--- src/hw/rtl/wsp_pkg.sv ---
// Shared constants, register codes and types for the wheel speed PD controller.
package wsp_pkg;

    // Fixed widths of the register and payload fields
    localparam int DATA_W     = 16;
    localparam int DRV_W      = 8;
    localparam int PADDR_W    = 5;
    localparam int PDATA_W    = 32;
    localparam int REG_IDX_W  = 3;

    // Encoder count and PWM limits
    localparam int COUNT_BITS = 16;
    localparam int PWM_MAX    = 255;

    // Derived datapath widths
    localparam int RAW_W  = COUNT_BITS + DATA_W + 1;
    localparam int ACC_W  = $clog2(PWM_MAX * 256 + 1) + 1;
    localparam int PP_W   = 2 * DATA_W + 1;
    localparam int PD_W   = 2 * DATA_W + 2;
    localparam int TERM_W = 2 * DATA_W + 3;

    // Register indexes
    localparam logic [REG_IDX_W-1:0] REG_SETPOINT_LEFT  = 3'd0;
    localparam logic [REG_IDX_W-1:0] REG_SETPOINT_RIGHT = 3'd1;
    localparam logic [REG_IDX_W-1:0] REG_GAIN_P         = 3'd2;
    localparam logic [REG_IDX_W-1:0] REG_GAIN_D         = 3'd3;
    localparam logic [REG_IDX_W-1:0] REG_SPEED_PER_CNT  = 3'd4;

    // Register reset values
    localparam logic [DATA_W-1:0] RST_SETPOINT_LEFT  = 16'd819;
    localparam logic [DATA_W-1:0] RST_SETPOINT_RIGHT = 16'd0;
    localparam logic [DATA_W-1:0] RST_GAIN_P         = 16'd256;
    localparam logic [DATA_W-1:0] RST_GAIN_D         = 16'd256;
    localparam logic [DATA_W-1:0] RST_SPEED_PER_CNT  = 16'd4001;

    typedef struct packed {
        logic signed [DATA_W-1:0] setpoint_left;
        logic signed [DATA_W-1:0] setpoint_right;
        logic        [DATA_W-1:0] gain_p;
        logic        [DATA_W-1:0] gain_d;
        logic        [DATA_W-1:0] speed_per_count;
    } wsp_cfg_t;

    // Per-stage enables shared by both wheel lanes
    typedef struct packed {
        logic snap;
        logic mul;
        logic spd;
        logic err;
        logic pd;
        logic acc;
    } wsp_step_t;

endpackage

--- src/hw/rtl/wsp_cfg.sv ---
// APB register file holding setpoints, gains and the speed scale.
module wsp_cfg
    import wsp_pkg::*;
(
    input  logic               clk,
    input  logic               rst_n,
    input  logic               psel,
    input  logic               penable,
    input  logic               pwrite,
    input  logic [PADDR_W-1:0] paddr,
    input  logic [PDATA_W-1:0] pwdata,
    output logic [PDATA_W-1:0] prdata,
    output logic               pready,
    output wsp_cfg_t           cfg
);

    wsp_cfg_t               cfg_reg;
    wsp_cfg_t               cfg_next;
    logic [REG_IDX_W-1:0]   idx;
    logic                   wr_en;
    logic [DATA_W-1:0]      wr_data;

    assign idx     = paddr[PADDR_W-1:2];
    assign wr_en   = psel && penable && pwrite && pready;
    assign wr_data = pwdata[DATA_W-1:0];
    assign pready  = 1'b1;

    // Decode the write; unknown indexes drop the transfer
    always_comb
    begin
        cfg_next = cfg_reg;
        if (wr_en)
        begin
            case (idx)
                REG_SETPOINT_LEFT:  cfg_next.setpoint_left   = wr_data;
                REG_SETPOINT_RIGHT: cfg_next.setpoint_right  = wr_data;
                REG_GAIN_P:         cfg_next.gain_p          = wr_data;
                REG_GAIN_D:         cfg_next.gain_d          = wr_data;
                REG_SPEED_PER_CNT:  cfg_next.speed_per_count = wr_data;
                default:            cfg_next = cfg_reg;
            endcase
        end
    end

    always_ff @(posedge clk or negedge rst_n)
    begin
        if (!rst_n)
        begin
            cfg_reg.setpoint_left   <= RST_SETPOINT_LEFT;
            cfg_reg.setpoint_right  <= RST_SETPOINT_RIGHT;
            cfg_reg.gain_p          <= RST_GAIN_P;
            cfg_reg.gain_d          <= RST_GAIN_D;
            cfg_reg.speed_per_count <= RST_SPEED_PER_CNT;
        end
        else
        begin
            cfg_reg <= cfg_next;
        end
    end

    // Read back, zero extended
    always_comb
    begin
        case (idx)
            REG_SETPOINT_LEFT:  prdata = PDATA_W'($unsigned(cfg_reg.setpoint_left));
            REG_SETPOINT_RIGHT: prdata = PDATA_W'($unsigned(cfg_reg.setpoint_right));
            REG_GAIN_P:         prdata = PDATA_W'(cfg_reg.gain_p);
            REG_GAIN_D:         prdata = PDATA_W'(cfg_reg.gain_d);
            REG_SPEED_PER_CNT:  prdata = PDATA_W'(cfg_reg.speed_per_count);
            default:            prdata = '0;
        endcase
    end

    assign cfg = cfg_reg;

endmodule

--- config.mk ---
export PLATFORM = sky130hd
export DESIGN_NAME = wsp_cfg
export DESIGN_NICKNAME = d
export VERILOG_FILES = /design/src/hw/rtl/wsp_pkg.sv /design/src/hw/rtl/wsp_cfg.sv
export SDC_FILE = /design/constraint.sdc
export NUM_CORES = 1
export LEC_CHECK = 0
export BUFFER_PORTS_ARGS = -buffer_cell sky130_fd_sc_hd__buf_2
export CORE_MARGIN = 3
export CORE_UTILIZATION = 52
export DETAILED_ROUTE_END_ITERATION = 7
export HOLD_SLACK_MARGIN = 0.03
export PLACE_DENSITY = 0.85
export SKIP_LAST_GASP = 1
export SYNTH_ARGS = -nofsm -noshare
export SYNTH_HDL_FRONTEND = slang
export SYNTH_SLANG_ARGS = --single-unit
--- constraint.sdc ---
create_clock -name clk -period 4.6 [get_ports clk]
set_clock_uncertainty 0.1 [all_clocks]
set_input_delay 0.92 -clock clk [delete_from_list [all_inputs] [get_ports clk]]
set_output_delay 0.92 -clock clk [all_outputs]
set_load 0.02 [all_outputs]
* After elaboration in Yosys (flattened, before gate mapping)
Index checks and enable logic that the tools add are counted.
** Operators by class
- Multiplexer cells :: 1
- Equality and inequality tests :: 4
- Reduce and logical (&&, ||, !) cells :: 8
** Operators with widths (count)
- 16-bit one-hot mux with 5 select lines :: 1
- 2-bit AND reduction :: 5
- 3-bit by 2-bit equality test with 1-bit output (second input constant) :: 2
- 3-bit by 1-bit equality test with 1-bit output (second input constant) :: 1
- 3-bit equality test (second input constant) :: 1
- 3-bit zero test :: 1
- 1-bit logical AND :: 2
** Word-level totals
- Flip-flop bits (word level) :: 80
- Bits of input ports :: 42
- Word-level logic and storage cells :: 18
- Output and inout bits :: 113

* Longest topological paths before layout
- Depth in word-level cells :: 3
- Depth in mapped cells :: 5
- Gate-level depth less buffers :: 3

* Least setup slack after synthesis
Ideal clock, no wire load.
- Path type :: input-to-output
- From :: in paddr[4]
- To :: out prdata[0]
- Slack :: 1.565 ns
- Path buffers :: 2
- Stages :: 4
- Arrival :: 2.015 ns
- Cell sequence :: buf_4 > buf_2 > mux2_2 > a221o_1
** On the way
- Longest elaborated chain between the ends :: 2
- Elaborated cells between the ends (all ways) :: 6
- Those cells by class :: eq/ne: 4; mux: 1; reduce/logical: 1
** Ends and longest elaborated chain
- start: declaration :: RTL line wsp_cfg.sv:10 : input logic [PADDR_W-1:0] paddr,
- 3-bit equality test (tied with other cells) :: RTL line wsp_cfg.sv:64 : case (idx)
- 16-bit one-hot mux with 5 select lines (*) :: RTL line wsp_cfg.sv:64
- end: declaration :: RTL line wsp_cfg.sv:12 : output logic [PDATA_W-1:0] prdata,
Mark *: on every way between the ends. The rest lies on a longest branch, timed or not.

* Final worst setup path
- From :: in paddr[4]
- To :: out prdata[4]
The elaborated chain is that of the path after synthesis.

==> results.sh <==
export IMPL_yosysWarnings=0
export IMPL_grt_pass1_wl_um=14200
export IMPL_antenna_found_initial=0
export IMPL_rsz0062_at_grt="no"
export IMPL_p_leak_uw=0.00235
export IMPL_die_area_mm2=0.00852
export IMPL_synth_common_cells="mux2_2, dfrtp_1, buf_4"
export IMPL_cts_root_buf="clkbuf_8"
export IMPL_post_dp_hpwl_um=6040
export IMPL_cts_hold_fix_buffers=0
export IMPL_initial_core_util_pct=55.2
export IMPL_nets=429
export IMPL_synth_top_area_share_pct=42.0
export IMPL_antenna_cells=0
export IMPL_wl_per_cell_um=18.8
export IMPL_htreeDepth=3
export IMPL_gp_congestion=0.769
export IMPL_syn_area_mm2=0.00387
export IMPL_critPathRequiredTime_ps=3580
export IMPL_synth_main_ff_cell="dfrtp_1"
export IMPL_relSlewSlack_pct=29.6
export IMPL_cts_resized=0
export IMPL_gr_usage_all_layers_pct=21.8
export IMPL_grt_pass1_vias=2626
export IMPL_min_period_over_period_pct=80.8
export IMPL_min_period_ps=3720
export IMPL_ir_drop_mv=0.247
export IMPL_num_vias=2720
export IMPL_synth_area_leader_cell="dfrtp_1"
export IMPL_cts_sinks=80
export IMPL_max_freq_mhz=269
export IMPL_io_buffers=119
export IMPL_drt_iter0_drc=118
export IMPL_core_rowCount=30
export IMPL_clock_path_buffers=2
export IMPL_tightestPinTransition_ps=1050
export IMPL_status="complete, no violations"
export IMPL_final_layout_size_suffix_gt1_share_pct=64.5
export IMPL_largest_reg_flops=80
export IMPL_setup_tns_final_ps=0
export IMPL_cp_start_kind="primary input"
export IMPL_fin_area_mm2=0.00461
export IMPL_core_mm2=0.00702
export IMPL_grt_ovfl_total=0
export IMPL_viasPerCell=5.57
export IMPL_clock_latency_ps=330
export IMPL_critPathCaptureType="output pin"
export IMPL_crit_type="in2out"
export IMPL_finalHoldViolations=0
export IMPL_final_max_slew_viol_count=0
export IMPL_synth_most_common_cell="mux2_2"
export IMPL_die_h_um=92.3
export IMPL_synth_distinct_cells=27
export IMPL_cts_tree="done"
export IMPL_synthCells=271
export IMPL_yosysSeqAreaShare_pct=52.2
export IMPL_cts_buffers=9
export IMPL_grt_max_degree=81
export IMPL_area_delta_synth_final_pct=19.1
export IMPL_cts_setup_buffers=0
export IMPL_arrival_ps=2700
export IMPL_drv_cap=0
export IMPL_io_pins=155
export IMPL_powerDensity_mw_per_mm2=453
export IMPL_ys_ff_latch=80
export IMPL_r2r_slack_ps=3690
export IMPL_cts_reportedPaths_clkPinSlew_ps=70
export IMPL_hp_class="reg2reg"
export IMPL_die_x_um=92.3
export IMPL_placed_area_mm2=0.00443
export IMPL_synthArstFlopShare_pct=100
export IMPL_syn_avg_cell_area_um2=14.3
export IMPL_finalSetupViolCount=0
export IMPL_worst_hold_slack_ps=429
export IMPL_synth_area_top_cells="dfrtp_1, mux2_2, dfstp_2"
export IMPL_ant_nets=0
export IMPL_dr_pass1_iters=4
export IMPL_route_detailed_drc=0
export IMPL_critPathMaxFanout=21
export IMPL_synth_edff_count=0
export IMPL_wirelength_um=9170
## power breakdown
part	leakage, uW	total, uW	internal, uW	switching, uW
registers	0.000988	966	860	106
logic	0.00126	658	272	385
clock network	0.0000951	467	224	243
## critical path, stage by stage
cell,delay (ps)
buf_2,460
nand2b_1,730
nor2_1,140
a221o_1,280
buf_2,160
## path summary, 6_finish.rpt
path | from | to | depth (start not counted)
setup / recovery | paddr[4] | prdata[4] | 5
hold / removal | cfg[76]$_DFFE_PN0P_ | cfg[76]$_DFFE_PN0P_ | 1
setup reg to reg | cfg[28]$_DFFE_PN0P_ | cfg[28]$_DFFE_PN0P_ | 1
hold reg to reg | cfg[76]$_DFFE_PN0P_ | cfg[76]$_DFFE_PN0P_ | 1
max in group asynchronous | rst_n | cfg[70]$_DFFE_PN0P_ | 1
min in group asynchronous | rst_n | cfg[1]$_DFFE_PN0P_ | 1
## cells by family (layout without fill, tap and decap cells)
group,count (synthesis),in the layout,synth area share (%)
flip-flops,80,80,52.2
AO/OA/AOI/OAI,19,19,4.56
AND/OR/NAND/NOR,28,28,5.27
multiplexers,111,111,31.8
other,2,17,0.194
buffers and inverters,31,137,6.01
## cell usage in the layout (no fill, tap or decap), types with 2 or more instances in the layout
master      n
nand2_1     2
clkbuf_8   11
nor3b_4     2
dfstp_2    15
buf_4       3
conb_1     17
buf_2     118
nor2_1     15
mux2_2     94
a221o_1    14
mux2i_1    16
clkinv_2    3
nor3_4      2
dfrtp_1    65
## metrics by stage
stage,worst slack (ps),total power (uW),cells,utilization [%]
floorplan,1570,1400,286,-
global placement,937,1620,472,63.1
detailed placement,911,1640,472,63.1
CTS,918,2110,488,65.7
global route,807,2200,488,65.7
finish,883,2090,488,65.7
## layout make-up
type                       instances  area, um2
clock buffer                      11        151
clock inverter                     5       31.3
fill                             565       2410
multi-input combinational        175       1670
sequential                        80       2020
tap                               96        120
timing repair buffer             121        613
## routing by layer
| layer | global-route usage (%) | vias up | routed length, um | part of all wire, % |
|---|---|---|---|---|
| met5 | 0 | - | 0 | 0 |
| met1 | 27.4 | 1398 | 3780 | 41 |
| li1 | - | 1199 | - | - |
| met3 | 3.94 | 13 | 477 | 5.2 |
| met2 | 37.2 | 110 | 4740 | 52 |
| met4 | 8.91 | 0 | 176 | 1.9 |
No activity file was read; power rests on OpenSTA's default activity.
