==> src/hw/rtl/wsp_pkg.sv <==
// Shared constants, register codes and types for the wheel speed PD controller.
package wsp_pkg;

    // Fixed widths of the register and payload fields
    localparam int DATA_W     = 16;
    localparam int DRV_W      = 8;
    localparam int PADDR_W    = 5;
    localparam int PDATA_W    = 32;
    localparam int REG_IDX_W  = 3;

    // Encoder count and PWM limits
    localparam int COUNT_BITS = 16;
    localparam int PWM_MAX    = 255;

    // Derived datapath widths
    localparam int RAW_W  = COUNT_BITS + DATA_W + 1;
    localparam int ACC_W  = $clog2(PWM_MAX * 256 + 1) + 1;
    localparam int PP_W   = 2 * DATA_W + 1;
    localparam int PD_W   = 2 * DATA_W + 2;
    localparam int TERM_W = 2 * DATA_W + 3;

    // Register indexes
    localparam logic [REG_IDX_W-1:0] REG_SETPOINT_LEFT  = 3'd0;
    localparam logic [REG_IDX_W-1:0] REG_SETPOINT_RIGHT = 3'd1;
    localparam logic [REG_IDX_W-1:0] REG_GAIN_P         = 3'd2;
    localparam logic [REG_IDX_W-1:0] REG_GAIN_D         = 3'd3;
    localparam logic [REG_IDX_W-1:0] REG_SPEED_PER_CNT  = 3'd4;

    // Register reset values
    localparam logic [DATA_W-1:0] RST_SETPOINT_LEFT  = 16'd819;
    localparam logic [DATA_W-1:0] RST_SETPOINT_RIGHT = 16'd0;
    localparam logic [DATA_W-1:0] RST_GAIN_P         = 16'd256;
    localparam logic [DATA_W-1:0] RST_GAIN_D         = 16'd256;
    localparam logic [DATA_W-1:0] RST_SPEED_PER_CNT  = 16'd4001;

    typedef struct packed {
        logic signed [DATA_W-1:0] setpoint_left;
        logic signed [DATA_W-1:0] setpoint_right;
        logic        [DATA_W-1:0] gain_p;
        logic        [DATA_W-1:0] gain_d;
        logic        [DATA_W-1:0] speed_per_count;
    } wsp_cfg_t;

    // Per-stage enables shared by both wheel lanes
    typedef struct packed {
        logic snap;
        logic mul;
        logic spd;
        logic err;
        logic pd;
        logic acc;
    } wsp_step_t;

endpackage

==> src/hw/rtl/wsp_if.sv <==


interface wsp_out_if;
    logic               valid;
    logic               ready;
    logic [7:0]         drive_left;
    logic               reverse_left;
    logic [7:0]         drive_right;
    logic               reverse_right;
    logic signed [15:0] speed_left;
    logic signed [15:0] speed_right;

    modport source (
        output valid, drive_left, reverse_left, drive_right, reverse_right,
               speed_left, speed_right,
        input  ready
    );
    modport sink (
        input  valid, drive_left, reverse_left, drive_right, reverse_right,
               speed_left, speed_right,
        output ready
    );
endinterface

==> src/hw/rtl/wsp_merge.sv <==
// Merge both lanes into one result and hold it in the output register.
module wsp_merge
    import wsp_pkg::*;
(
    input  logic                     clk,
    input  logic                     rst_n,
    input  logic                     load,
    input  logic signed [DATA_W-1:0] speed_l,
    input  logic signed [DATA_W-1:0] speed_r,
    input  logic signed [ACC_W-1:0]  acc_l,
    input  logic signed [ACC_W-1:0]  acc_r,
    output logic                     free,
    wsp_out_if.source                result
);

    logic                     valid_reg;
    logic [DRV_W-1:0]         drive_l_reg;
    logic [DRV_W-1:0]         drive_r_reg;
    logic                     rev_l_reg;
    logic                     rev_r_reg;
    logic signed [DATA_W-1:0] speed_l_reg;
    logic signed [DATA_W-1:0] speed_r_reg;
    logic [ACC_W-1:0]         mag_l;
    logic [ACC_W-1:0]         mag_r;

    // Magnitude of each accumulator
    assign mag_l = acc_l[ACC_W-1] ? ACC_W'(-acc_l) : ACC_W'(acc_l);
    assign mag_r = acc_r[ACC_W-1] ? ACC_W'(-acc_r) : ACC_W'(acc_r);

    assign free = !valid_reg || result.ready;

    // Hold the result until the transfer completes
    always_ff @(posedge clk or negedge rst_n)
    begin
        if (!rst_n)
            valid_reg <= 1'b0;
        else if (load)
            valid_reg <= 1'b1;
        else if (result.ready)
            valid_reg <= 1'b0;
    end

    always_ff @(posedge clk)
    begin
        if (load)
        begin
            drive_l_reg <= DRV_W'(mag_l >> 8);
            drive_r_reg <= DRV_W'(mag_r >> 8);
            rev_l_reg   <= (acc_l <= 0);
            rev_r_reg   <= (acc_r <= 0);
            speed_l_reg <= speed_l;
            speed_r_reg <= speed_r;
        end
    end

    assign result.valid         = valid_reg;
    assign result.drive_left    = drive_l_reg;
    assign result.drive_right   = drive_r_reg;
    assign result.reverse_left  = rev_l_reg;
    assign result.reverse_right = rev_r_reg;
    assign result.speed_left    = speed_l_reg;
    assign result.speed_right   = speed_r_reg;

endmodule

==> src/flat_wrapper.sv <==
// flat-port wrapper written by rule: the top's interface ports become plain ports
module wsp_merge_flat import wsp_pkg::*;
  (clk, rst_n, load, speed_l, speed_r, acc_l, acc_r, free, result_valid, result_drive_left, result_reverse_left, result_drive_right, result_reverse_right, result_speed_left, result_speed_right, result_ready);
  wsp_out_if result_i ();
  input  logic clk;
  input  logic rst_n;
  input  logic load;
  input  logic signed [DATA_W-1:0] speed_l;
  input  logic signed [DATA_W-1:0] speed_r;
  input  logic signed [ACC_W-1:0] acc_l;
  input  logic signed [ACC_W-1:0] acc_r;
  output logic free;
  output wire logic [$bits(result_i.valid)-1:0] result_valid;
  output wire logic [$bits(result_i.drive_left)-1:0] result_drive_left;
  output wire logic [$bits(result_i.reverse_left)-1:0] result_reverse_left;
  output wire logic [$bits(result_i.drive_right)-1:0] result_drive_right;
  output wire logic [$bits(result_i.reverse_right)-1:0] result_reverse_right;
  output wire logic [$bits(result_i.speed_left)-1:0] result_speed_left;
  output wire logic [$bits(result_i.speed_right)-1:0] result_speed_right;
  input wire logic [$bits(result_i.ready)-1:0] result_ready;
  assign result_valid = result_i.valid;
  assign result_drive_left = result_i.drive_left;
  assign result_reverse_left = result_i.reverse_left;
  assign result_drive_right = result_i.drive_right;
  assign result_reverse_right = result_i.reverse_right;
  assign result_speed_left = result_i.speed_left;
  assign result_speed_right = result_i.speed_right;
  assign result_i.ready = result_ready;
  wsp_merge u_core (.clk(clk), .rst_n(rst_n), .load(load), .speed_l(speed_l), .speed_r(speed_r), .acc_l(acc_l), .acc_r(acc_r), .free(free), .result(result_i));
endmodule
==> config.mk <==
export PLATFORM = sky130hd
export DESIGN_NAME = wsp_merge_flat
export DESIGN_NICKNAME = d
export VERILOG_FILES = /design/src/hw/rtl/wsp_pkg.sv /design/src/hw/rtl/wsp_if.sv /design/src/hw/rtl/wsp_merge.sv /design/src/flat_wrapper.sv
export SDC_FILE = /design/constraint.sdc
export NUM_CORES = 1
export LEC_CHECK = 0
export CELL_PAD_IN_SITES_DETAIL_PLACEMENT = 1
export CELL_PAD_IN_SITES_GLOBAL_PLACEMENT = 1
export CORE_UTILIZATION = 42
export CTS_CLUSTER_DIAMETER = 50
export DETAILED_ROUTE_END_ITERATION = 8
export DONT_BUFFER_PORTS = 1
export PLACE_DENSITY = 0.69
export SYNTH_ARGS = -nofsm -noshare
export SYNTH_HDL_FRONTEND = slang
export SYNTH_SLANG_ARGS = --single-unit
==> constraint.sdc <==
create_clock -name clk -period 0.8 [get_ports clk]
set_input_delay 0.04 -clock clk [delete_from_list [all_inputs] [get_ports clk]]
set_output_delay 0.04 -clock clk [all_outputs]
set_load 0.02 [all_outputs]
# [After elaboration in Yosys (flattened, before gate mapping)]
# Index checks and enable logic that the tools add are counted.
[totals] wordCells=18 reg_bits=51 out_inout_bits=52 in_bits=70
[classes] n_mux=4 addsub=2 reduce_logical=3 n_lt_le_gt_ge=2
[op_table] op="$le A17 B1 Y1 const B" n=2
[op_table] op="$mux W16" n=2
[op_table] op="$neg A16 Y16" n=2
[op_table] op="$mux W1" n=2
[op_table] op="$reduce_bool A2 Y1" n=1
[op_table] op="$logic_not A1 Y1" n=1
[op_table] op="$logic_or A1 B1 Y1" n=1

# [Depth between registers and ports, before layout]
# Gate-level depths: netlist (run 1).
[logic_depth] word_depth=2 ltp_mapped=4

# [Worst setup path after synthesis (run 1)]
# OpenSTA, ideal clock, no wires.
[synth_timing] kind="input -> register" start="input acc_r[7]" end="register u_core.drive_r_reg[3] (netlist: u_core.result.drive_right[3]) (data pin)" stages=4 setup_time_ns=0.263 arrival_time_ns=0.836 n_path_buf=0 slack_ns=-0.298 path_cell_list="nor4_2 nand2_1 o41ai_2 xnor2_1"
[synth_via] elab_chain_cells=2
[synth_rtl] item="from (decl)" line="flat_wrapper.sv:11" text="input logic signed [ACC_W-1:0] acc_r;"
[synth_rtl] item="$neg A16 Y16" line="wsp_merge.sv:28" text="assign mag_r = acc_r[ACC_W-1] ? ACC_W'(-acc_r) : ACC_W'(acc_r);"
[synth_rtl] item="$mux W16" line="wsp_merge.sv:28"
[synth_rtl] item="net u_core.mag_r[11]" line="wsp_merge.sv:24" text="logic [ACC_W-1:0] mag_r;"
[synth_rtl] item="to (signal assigned)" line="wsp_merge.sv:48" text="drive_r_reg <= DRV_W'(mag_r >> 8);"
[synth_rtl] item="to (decl)" line="wsp_merge.sv:18" text="logic [DRV_W-1:0] drive_r_reg;"
# The timed path passes the listed nets, and every way through them passes these cells.
# A chain may end at the register's enable or synchronous reset.

# [Final worst setup path (run 1)]
[layout_timing] start="register u_core.valid_reg (netlist: u_core.result.valid)" end="output free"
[layout_via] elab_chain_cells=2
[layout_rtl] item="from (decl)" line="wsp_merge.sv:16" text="logic valid_reg;"
[layout_rtl] item="from (signal assigned)" line="wsp_merge.sv:36" text="valid_reg <= 1'b0;"
[layout_rtl] item="from (signal assigned)" line="wsp_merge.sv:38" text="valid_reg <= 1'b1;"
[layout_rtl] item="from (signal assigned)" line="wsp_merge.sv:40" text="valid_reg <= 1'b0;"
[layout_rtl] item="$logic_not A1 Y1" line="wsp_merge.sv:30" text="assign free = !valid_reg || result.ready;"
[layout_rtl] item="$logic_or A1 B1 Y1" line="wsp_merge.sv:30"
[layout_rtl] item="to (decl)" line="flat_wrapper.sv:12" text="output logic free;"
# No other way between the ends.

==> impl_metrics.env, run 1 <==
export IMPL_cp_data_required_time_ns=0.76
export IMPL_ant_nets=0
export IMPL_fillers=379
export IMPL_fin_skew_ns=0
export IMPL_worst_slew_pin_slew_ns=0.291
export IMPL_core_sq_um=4410
export IMPL_wl_per_cell_um=22.3
export IMPL_rows=24
export IMPL_setup_worst_path_class="reg -> out"
export IMPL_cts_buffers=5
export IMPL_syn_area_per_cell_sq_um=18.5
export IMPL_p_total_mw=5.49
export IMPL_cp_start_kind="flip-flop"
export IMPL_synthMuxAreaShare_pct=0
export IMPL_fmaxAchievable_mhz=1020
export IMPL_fin_util_pct=62.2
export IMPL_worst_ep_arrival_time_ns=0.94
export IMPL_synthSimpleGateAreaFrac_pct=7.85
export IMPL_fin_ws_ns=-0.182
export IMPL_crit_start="u_core.result.valid"
export IMPL_p_per_area_nw_per_um2=2000
export IMPL_num_io_pins=122
export IMPL_max_slew_margin_pct=80.5
export IMPL_start_util_pct=44.0
export IMPL_clock_latency_ns=0.30
export IMPL_cts_hold_repair_buffers=52
export IMPL_netlist_instances=105
export IMPL_setup_viol=59
export IMPL_routed_wl_um=4890
export IMPL_synth_fp_nets=175
export IMPL_syn_cell_area_sq_um=1940
export IMPL_cts_htree_levels=2
export IMPL_drt_first_pass_iters=3
export IMPL_clock_power_share_pct=26.3
export IMPL_gr_usage_all_layers_pct=19.4
export IMPL_finalMaxSlewViolations=0
export IMPL_swShare_pct=24.7
export IMPL_p_int_mw=4.13
export IMPL_route_vias_total=1165
export IMPL_fin_tns_setup_ns=-2.19
export IMPL_post_route_min_period_ns=0.982
export IMPL_final_hold_violation_count=51
export IMPL_first_global_vias=1218
export IMPL_rsz0062_at_grt="yes"
export IMPL_die_x_um=70.0
export IMPL_grt_pass1_wl_um=6900
export IMPL_fin_hold_ws_ns=-0.151
export IMPL_cp_end_kind="output pin"
export IMPL_dp_hpwl_um=2790
export IMPL_diodes=0
export IMPL_reg2reg_from="u_core.result.valid"
export IMPL_dpl_cell_area_sq_um=2050
export IMPL_place_congestion=0.797
export IMPL_synth_compound_area_share_pct=5.41
export IMPL_rr_worst_depth=4
export IMPL_crit_path_max_fanout=2
export IMPL_cts_root_buf="clkbuf_8"
export IMPL_ys_seq_area_share_pct=78.5
export IMPL_synthXorXnorAreaFrac_pct=7.21
export IMPL_power_combinational_fraction_pct=8.0
export IMPL_drc=0
export IMPL_grt_overflow_total=0
export IMPL_grt_max_degree=52
export IMPL_synth_top_family_by_area="simple AND/OR/NAND/NOR gates"
export IMPL_fin_crit_sh_pct=123
export IMPL_syn_to_final_growth_pct=41.3
export IMPL_status="finished, violations left"
export IMPL_total_leakage_power_nw=0.945
export IMPL_cts_sinks=51
export IMPL_die_y_um=70.0
export IMPL_nets=236
export IMPL_path_clk_slew_ns=0.09
export IMPL_fin_area_sq_um=2750
export IMPL_yosys_warnings=0
export IMPL_cts_tree="yes"
export IMPL_hp_class="in -> reg"
export IMPL_antenna_found_initial=0
export IMPL_r2r_end="u_core.result.valid"
export IMPL_ys_ff_latch=51
export IMPL_viasPerCell=5.32
export IMPL_r2r_slack_ns=-0.07
export IMPL_yosysUniqueCellTypes=22
export IMPL_synth_fa_ha_area_share_pct=0
export IMPL_drive_gt1_share_pct=18.0
export IMPL_cts_buffer_depth=2
export IMPL_seqPwrFrac_pct=65.8
export IMPL_max_cap_violations=0
export IMPL_dieArea_sq_um=4910
export IMPL_critPathCapture="free"
export IMPL_p_sw_mw=1.36
export IMPL_dr_first_iter_drc_count=60
export IMPL_port_buffers=0
export IMPL_violations="hold timing, setup timing"
export IMPL_irDropWorstVdd_mv=0.781
## critical path, cell delays in order (launching register included)
cell and delay, ns:
dfrtp_1 0.44, nand2b_4 0.10, buf_6 0.11
## final cells by class
cell class	count	area, sq um	share of cell area [%]
clock buffers	5	68.8	2.50
clock inverters	3	18.8	0.683
inverters	2	7.51	0.273
multi-input cells	50	502	18.3
flip-flops and latches	51	1530	55.6
well taps	52	65.1	2.37
repair buffers	56	559	20.4
## kinds of logic (layout without fill, tap and decap cells)
family | Yosys count | in the layout
flops | 51 | 51
simple gates | 21 | 21
xor+xnor | 16 | 16
compound gates | 13 | 13
buf+inv | 4 | 66
## repair_timing
item	in CTS	in global routing
setup buffers	1	1
cloned	0	0
gates resized for setup	5	10
pin swaps	2	2
setup endpoints to repair	56	64
hold endpoints to repair	102	51
## layer usage
metal / share of wire [%] / vias up / GRT usage, % / wire length (um)
li1: - / 527 / - / -
met1: 33 / 553 / 20.2 / 1630
met2: 58 / 78 / 36.4 / 2830
met3: 7.0 / 7 / 5.92 / 343
met4: 1.7 / 0 / 6.67 / 84
met5: 0 / - / 0 / 0
## synth_stat cells, drive strengths merged
cell    instances  area (sq um)
o41ai           2          32.5
or3             1          6.26
edfxtp         50          1500
nand4           2          12.5
o31ai           5          42.5
nand3           1          5.00
inv             2          7.51
nand2b          2          12.5
buf             2          12.5
dfrtp           1          25.0
nor4            5          73.8
nor3            2          10.0
xnor2          16           140
nor2            1          3.75
o21ai           6          30.0
nand2           7          28.8
## how the worst min path moves through the flow
stage / start / endpoint / slack (ns) / depth (start not counted)
CTS: load / u_core.result.drive_right[4] / -0.16 / 0
floorplan: rst_n / u_core.result.valid / -0.26 / 0
global placement: rst_n / u_core.result.valid / -0.26 / 0
global route: load / u_core.result.drive_left[4] / -0.17 / 0
detailed placement: rst_n / u_core.result.valid / -0.26 / 0
finish: load / u_core.result.drive_left[4] / -0.15 / 0
## placed cells by master (no fill, tap or decap), drive strengths merged, types with 2 or more instances in the layout
cell,netlist,routed
inv,2,3
nand4,2,2
dlygate4sd3,0,50
dlymetal6s4s,0,2
buf,2,4
clkbuf,0,5
nor4,5,5
edfxtp,50,50
o41ai,2,2
nor3,2,2
xnor2,16,16
nand2b,2,2
o31ai,5,5
clkinv,0,2
o21ai,6,6
nand2,7,7
## per-stage QoR
step           setup WS [ns]  cells
2_1_floorplan         -0.288    105
3_3_place_gp          -0.315    157
3_5_place_dp          -0.379    157
4_1_cts               -0.164    218
5_1_grt               -0.207    219
6_report              -0.182    219
## power by group through the flow
| stage | clock network [mW] | registers, mW | logic (mW) |
|---|---|---|---|
| CTS | 1.45 | 3.60 | 0.412 |
| floorplan | 0 | 3.63 | 0.148 |
| detailed placement | 0 | 3.67 | 0.174 |
| global route | 1.56 | 3.63 | 0.468 |
| global placement | 0 | 3.66 | 0.167 |
| finish | 1.44 | 3.61 | 0.438 |
(Power assumes the default switching activity.)
==> inputs of run 2 (changes only) <==
- CORE_UTILIZATION: 42 -> 45
- PLACE_DENSITY: 0.69 -> 0.71
- SLEW_MARGIN: default -> 20
- clock period: 0.8 -> 1.3 ns (I/O delays scaled with it)
==> impl_metrics.env, run 2 (synthesis results as in run 1) <==
export IMPL_cts_tree="yes"
export IMPL_violations="hold timing"
export IMPL_first_global_vias=1177
export IMPL_fmaxAchievable_mhz=799
export IMPL_routed_wl_um=4630
export IMPL_fin_tns_setup_ns=0
export IMPL_place_congestion=0.691
export IMPL_p_per_area_nw_per_um2=1330
export IMPL_final_hold_violation_count=51
export IMPL_path_clk_slew_ns=0.09
export IMPL_cp_start_kind="input port"
export IMPL_rr_worst_depth=2
export IMPL_hp_class="in -> reg"
export IMPL_hold_depth=0
export IMPL_p_total_mw=3.51
export IMPL_fillers=379
export IMPL_dp_slack_ns=0.0690
export IMPL_die_x_um=67.7
export IMPL_antenna_found_initial=0
export IMPL_worst_ep_arrival_time_ns=1.31
export IMPL_finalMaxSlewViolations=0
export IMPL_dp_hpwl_um=3010
export IMPL_grt_max_degree=52
export IMPL_setup_viol=0
export IMPL_drc=0
export IMPL_drt_first_pass_iters=3
export IMPL_nets=233
export IMPL_total_leakage_power_nw=0.884
export IMPL_setup_worst_path_class="in -> reg"
export IMPL_dieArea_sq_um=4590
export IMPL_seqCellArea_sq_um=1530
export IMPL_wl_per_cell_um=21.6
export IMPL_fin_util_pct=64.4
export IMPL_clock_latency_ns=0.29
export IMPL_dr_first_iter_drc_count=67
export IMPL_status="finished, violations left"
export IMPL_diodes=0
export IMPL_cts_htree_levels=2
export IMPL_fin_crit_sh_pct=96.2
export IMPL_start_util_pct=47.6
export IMPL_port_buffers=0
export IMPL_ant_nets=0
export IMPL_num_io_pins=122
export IMPL_cts_buffer_depth=2
export IMPL_drive_gt1_share_pct=9.15
export IMPL_r2r_slack_ns=0.33
export IMPL_viasPerCell=5.35
export IMPL_max_slew_margin_pct=74.6
export IMPL_cts_sinks=51
export IMPL_fin_skew_ns=0
export IMPL_hold_end="u_core.result.speed_right[5]"
export IMPL_reg2reg_from="u_core.result.valid"
export IMPL_cts_setup_buffers=0
export IMPL_multi_input_area_sq_um=398
export IMPL_irDropWorstVdd_mv=0.572
export IMPL_max_cap_violations=0
export IMPL_fin_hold_ws_ns=-0.129
export IMPL_crit_path_max_fanout=9
export IMPL_rows=23
export IMPL_cts_root_buf="clkbuf_8"
export IMPL_cp_end_kind="flip-flop"
export IMPL_cp_data_required_time_ns=1.35
export IMPL_worst_slew_pin_slew_ns=0.378
export IMPL_grt_overflow_total=0
export IMPL_final_common_cell="dlygate4sd3_1"
export IMPL_gr_usage_all_layers_pct=19.7
export IMPL_final_cell_mix="53 x dlygate4sd3_1, 50 x edfxtp_1, 16 x xnor2_1, 6 x nand2_1"
export IMPL_r2r_end="u_core.result.valid"
export IMPL_rsz0062_at_grt="no"
export IMPL_post_route_min_period_ns=1.25
export IMPL_route_vias_total=1145
export IMPL_post_cts_resized=0
export IMPL_grt_pass1_wl_um=6040
export IMPL_syn_to_final_growth_pct=35.4
export IMPL_fin_ws_ns=0.0491
export IMPL_cts_buffers=5
export IMPL_die_y_um=67.7
export IMPL_core_sq_um=4090
export IMPL_min_from="load"
[run 2: cell types whose count changed in the layout (fill, tap and decap cells not counted), moves of 3 or more]
cell | before | now
nor4_4 | 5 | 2
o21ai_2 | 4 | 0
o31ai_1 | 1 | 4
o21ai_0 | 0 | 5
buf_4 | 3 | 0
dlygate4sd3_1 | 50 | 53
[run 2: cell type report]
cell class	instances	share of cell area (%)
Clock buffer	5	2.61
Clock inverter	3	1.47
Inverter	2	0.285
Multi-Input combinational cell	50	15.1
Sequential cell	51	58.0
Tap cell	50	2.38
Timing Repair Buffer	53	20.2
[run 2: through the flow]
stage          cell area [sq um]  std cells
6_report                    2630        214
5_1_grt                     2630        214
4_1_cts                     2620        213
3_5_place_dp                1990        153
3_3_place_gp                1990        153
2_1_floorplan               1940        105
[run 2: power breakdown]
group	total [mW]	internal (mW)	switching [mW]
Sequential	2.23	1.98	0.247
Clock	1.06	0.564	0.492
Combinational	0.230	0.157	0.0730
[run 2: worst max-delay path by stage]
stage / start / end / slack, ns / cells past startpoint
after global routing: acc_l[6] / u_core.result.reverse_left / 0.02 / 4
after detailed placement: acc_l[6] / u_core.result.drive_left[7] / 0.07 / 4
final: acc_l[16] / u_core.result.reverse_left / 0.05 / 4
after global placement: acc_r[2] / u_core.result.drive_right[3] / 0.09 / 4
after floorplan: acc_r[7] / u_core.result.drive_right[3] / 0.18 / 4
after CTS: acc_l[16] / u_core.result.reverse_left / 0.09 / 4
[run 2: routing by layer]
metal / global-route usage [%] / wire length, um
met1: 20.6 / 1690
met2: 34.5 / 2360
met3: 7.94 / 479
met4: 8.24 / 94
met5: 0 / 0
[run 2: critical path: stages]
cell and delay, ns:
dlygate4sd3_1 0.56, inv_1 0.07, o31ai_1 0.06, dlygate4sd3_1 0.55
[run 2: what timing repair did]
action	4_1_cts	5_1_grt
endpoints found under the hold margin	101	52
hold buffers	52	1
setup endpoints to repair	0	0
==> inputs of run 3 (changes only) <==
==> constraint.sdc (replaced) <==
create_clock -name clk -period 1.3 [get_ports clk]
set_input_delay 0.26 -clock clk [delete_from_list [all_inputs] [get_ports clk]]
set_output_delay 0.26 -clock clk [all_outputs]
set_load 0.02 [all_outputs]
==> impl_metrics.env, run 3 (synthesis results as in run 1) <==
export IMPL_status="finished clean"
export IMPL_diodes=0
export IMPL_setup_worst_path_class="reg -> out"
export IMPL_final_common_cell="edfxtp_1"
export IMPL_crit_path_max_fanout=2
export IMPL_p_int_mw=2.40
export IMPL_total_leakage_power_nw=0.656
export IMPL_cts_buffer_depth=2
export IMPL_grt_max_degree=52
export IMPL_path_clk_slew_ns=0.08
export IMPL_fmaxAchievable_mhz=821
export IMPL_reg2reg_from="u_core.result.valid"
export IMPL_seqPwrFrac_pct=71.2
export IMPL_worst_ep_arrival_time_ns=0.96
export IMPL_ant_nets=0
export IMPL_cp_start_kind="flip-flop"
export IMPL_antenna_found_initial=0
export IMPL_gr_usage_all_layers_pct=15.3
export IMPL_irDropWorstVdd_mv=0.408
export IMPL_num_io_pins=122
export IMPL_final_cell_count_no_fill=161
export IMPL_cts_buffers=5
export IMPL_rsz0062_at_grt="no"
export IMPL_cp_end_kind="output pin"
export IMPL_power_combinational_fraction_pct=3.1
export IMPL_swShare_pct=23.2
export IMPL_route_vias_total=930
export IMPL_finalMaxSlewViolations=0
export IMPL_crit_start="u_core.result.valid"
export IMPL_critical_path_max_stage_delay_ns=0.47
export IMPL_r2r_slack_ns=0.42
export IMPL_dp_cells=153
export IMPL_p_total_mw=3.12
export IMPL_crit_slowest_cell="dfrtp_1"
export IMPL_port_buffers=0
export IMPL_p_sw_mw=0.724
export IMPL_viasPerCell=5.78
export IMPL_fin_crit_sh_pct=93.7
export IMPL_dieArea_sq_um=4590
export IMPL_drt_first_pass_iters=3
export IMPL_hold_depth=0
export IMPL_clock_power_share_pct=25.6
export IMPL_max_cap_violations=0
export IMPL_worst_slew_pin_slew_ns=0.344
export IMPL_cts_setup_buffers=0
export IMPL_rr_worst_depth=2
export IMPL_syn_to_final_growth_pct=8.11
export IMPL_cts_root_buf="clkbuf_8"
export IMPL_hold_end="u_core.result.speed_left[15]"
export IMPL_place_congestion=0.679
export IMPL_final_hold_violation_count=0
export IMPL_dp_hpwl_um=2890
export IMPL_worstPathCellList="nand2b_2"
export IMPL_post_route_min_period_ns=1.22
export IMPL_clock_latency_ns=0.29
export IMPL_start_util_pct=47.6
export IMPL_cts_sinks=51
export IMPL_grt_pass1_wl_um=4720
export IMPL_cp_data_required_time_ns=1.04
export IMPL_final_cell_mix="50 x edfxtp_1, 16 x xnor2_1, 6 x nand2_1, 5 x o21ai_0, 5 x clkbuf_8"
export IMPL_routed_wl_um=3640
export IMPL_core_sq_um=4090
export IMPL_p_per_area_nw_per_um2=1480
export IMPL_max_slew_margin_pct=76.9
export IMPL_wl_per_cell_um=22.6
export IMPL_grt_overflow_total=0
export IMPL_die_y_um=67.7
export IMPL_first_global_vias=906
export IMPL_cts_htree_levels=2
export IMPL_fin_skew_ns=0
export IMPL_path_buf_inv=0
export IMPL_min_from="speed_l[15]"
export IMPL_drc=0
export IMPL_crit_family="flip-flops"
export IMPL_rows=23
export IMPL_r2r_end="u_core.result.valid"
export IMPL_drive_gt1_share_pct=13.5
export IMPL_cts_tree="yes"
export IMPL_hp_class="in -> reg"
export IMPL_die_x_um=67.7
export IMPL_setup_viol=0
export IMPL_dr_first_iter_drc_count=61
export IMPL_nets=181
## run 3: worst max-delay path by stage
stage                                  endpoint  slack [ns]  depth (start not counted)
finish                                     free        0.08                          1
global route                               free        0.03                          1
CTS                                        free        0.07                          1
detailed placement  u_core.result.drive_left[5]       -0.13                          4
global placement    u_core.result.drive_left[4]       -0.07                          4
floorplan           u_core.result.drive_left[5]      -0.008                          4
## run 3: layout make-up
type / instances / area, sq um
clock buffer: 5 / 68.8
tap: 50 / 62.6
multi-input combinational: 50 / 418
clock inverter: 2 / 8.76
timing repair buffer: 1 / 10.0
inverter: 2 / 7.51
fill: 384 / 1980
sequential: 51 / 1530
## run 3: what timing repair did
item / 4_1_cts / 5_1_grt
gates resized for setup: 1 / 0
endpoints found under the setup margin: 1 / 0
endpoints found under the hold margin: 1 / 0
hold buffers: 1 / 0
## run 3: metrics by stage
stage	util (%)	setup slack, ns	cell area [sq um]	setup TNS, ns	hold WS (ns)
floorplan	-	-0.00810	1960	-0.00810	-0.0356
global placement	49.2	-0.0693	2010	-0.196	-0.0356
detailed placement	49.2	-0.126	2010	-0.566	-0.0355
CTS	51.4	0.0661	2100	0	0.0437
global route	51.4	0.0321	2100	0	0.0313
finish	51.4	0.0817	2100	0	0.0555
## run 3: per-layer routing
layer	up-vias	wire length, um	track usage [%]
met1	432	1430	15.5
met3	7	347	6.25
met4	0	87	9.84
met2	77	1770	25.7
li1	414	-	-
met5	-	0	0
## run 3: power groups by stage
stage          logic [mW]  clock network, mW  registers [mW]
6_report           0.0972              0.800            2.22
5_1_grt             0.108              0.888            2.24
3_5_place_dp       0.0952                  0            2.27
3_3_place_gp       0.0890                  0            2.25
4_1_cts            0.0988              0.829            2.23
2_1_floorplan      0.0870                  0            2.23
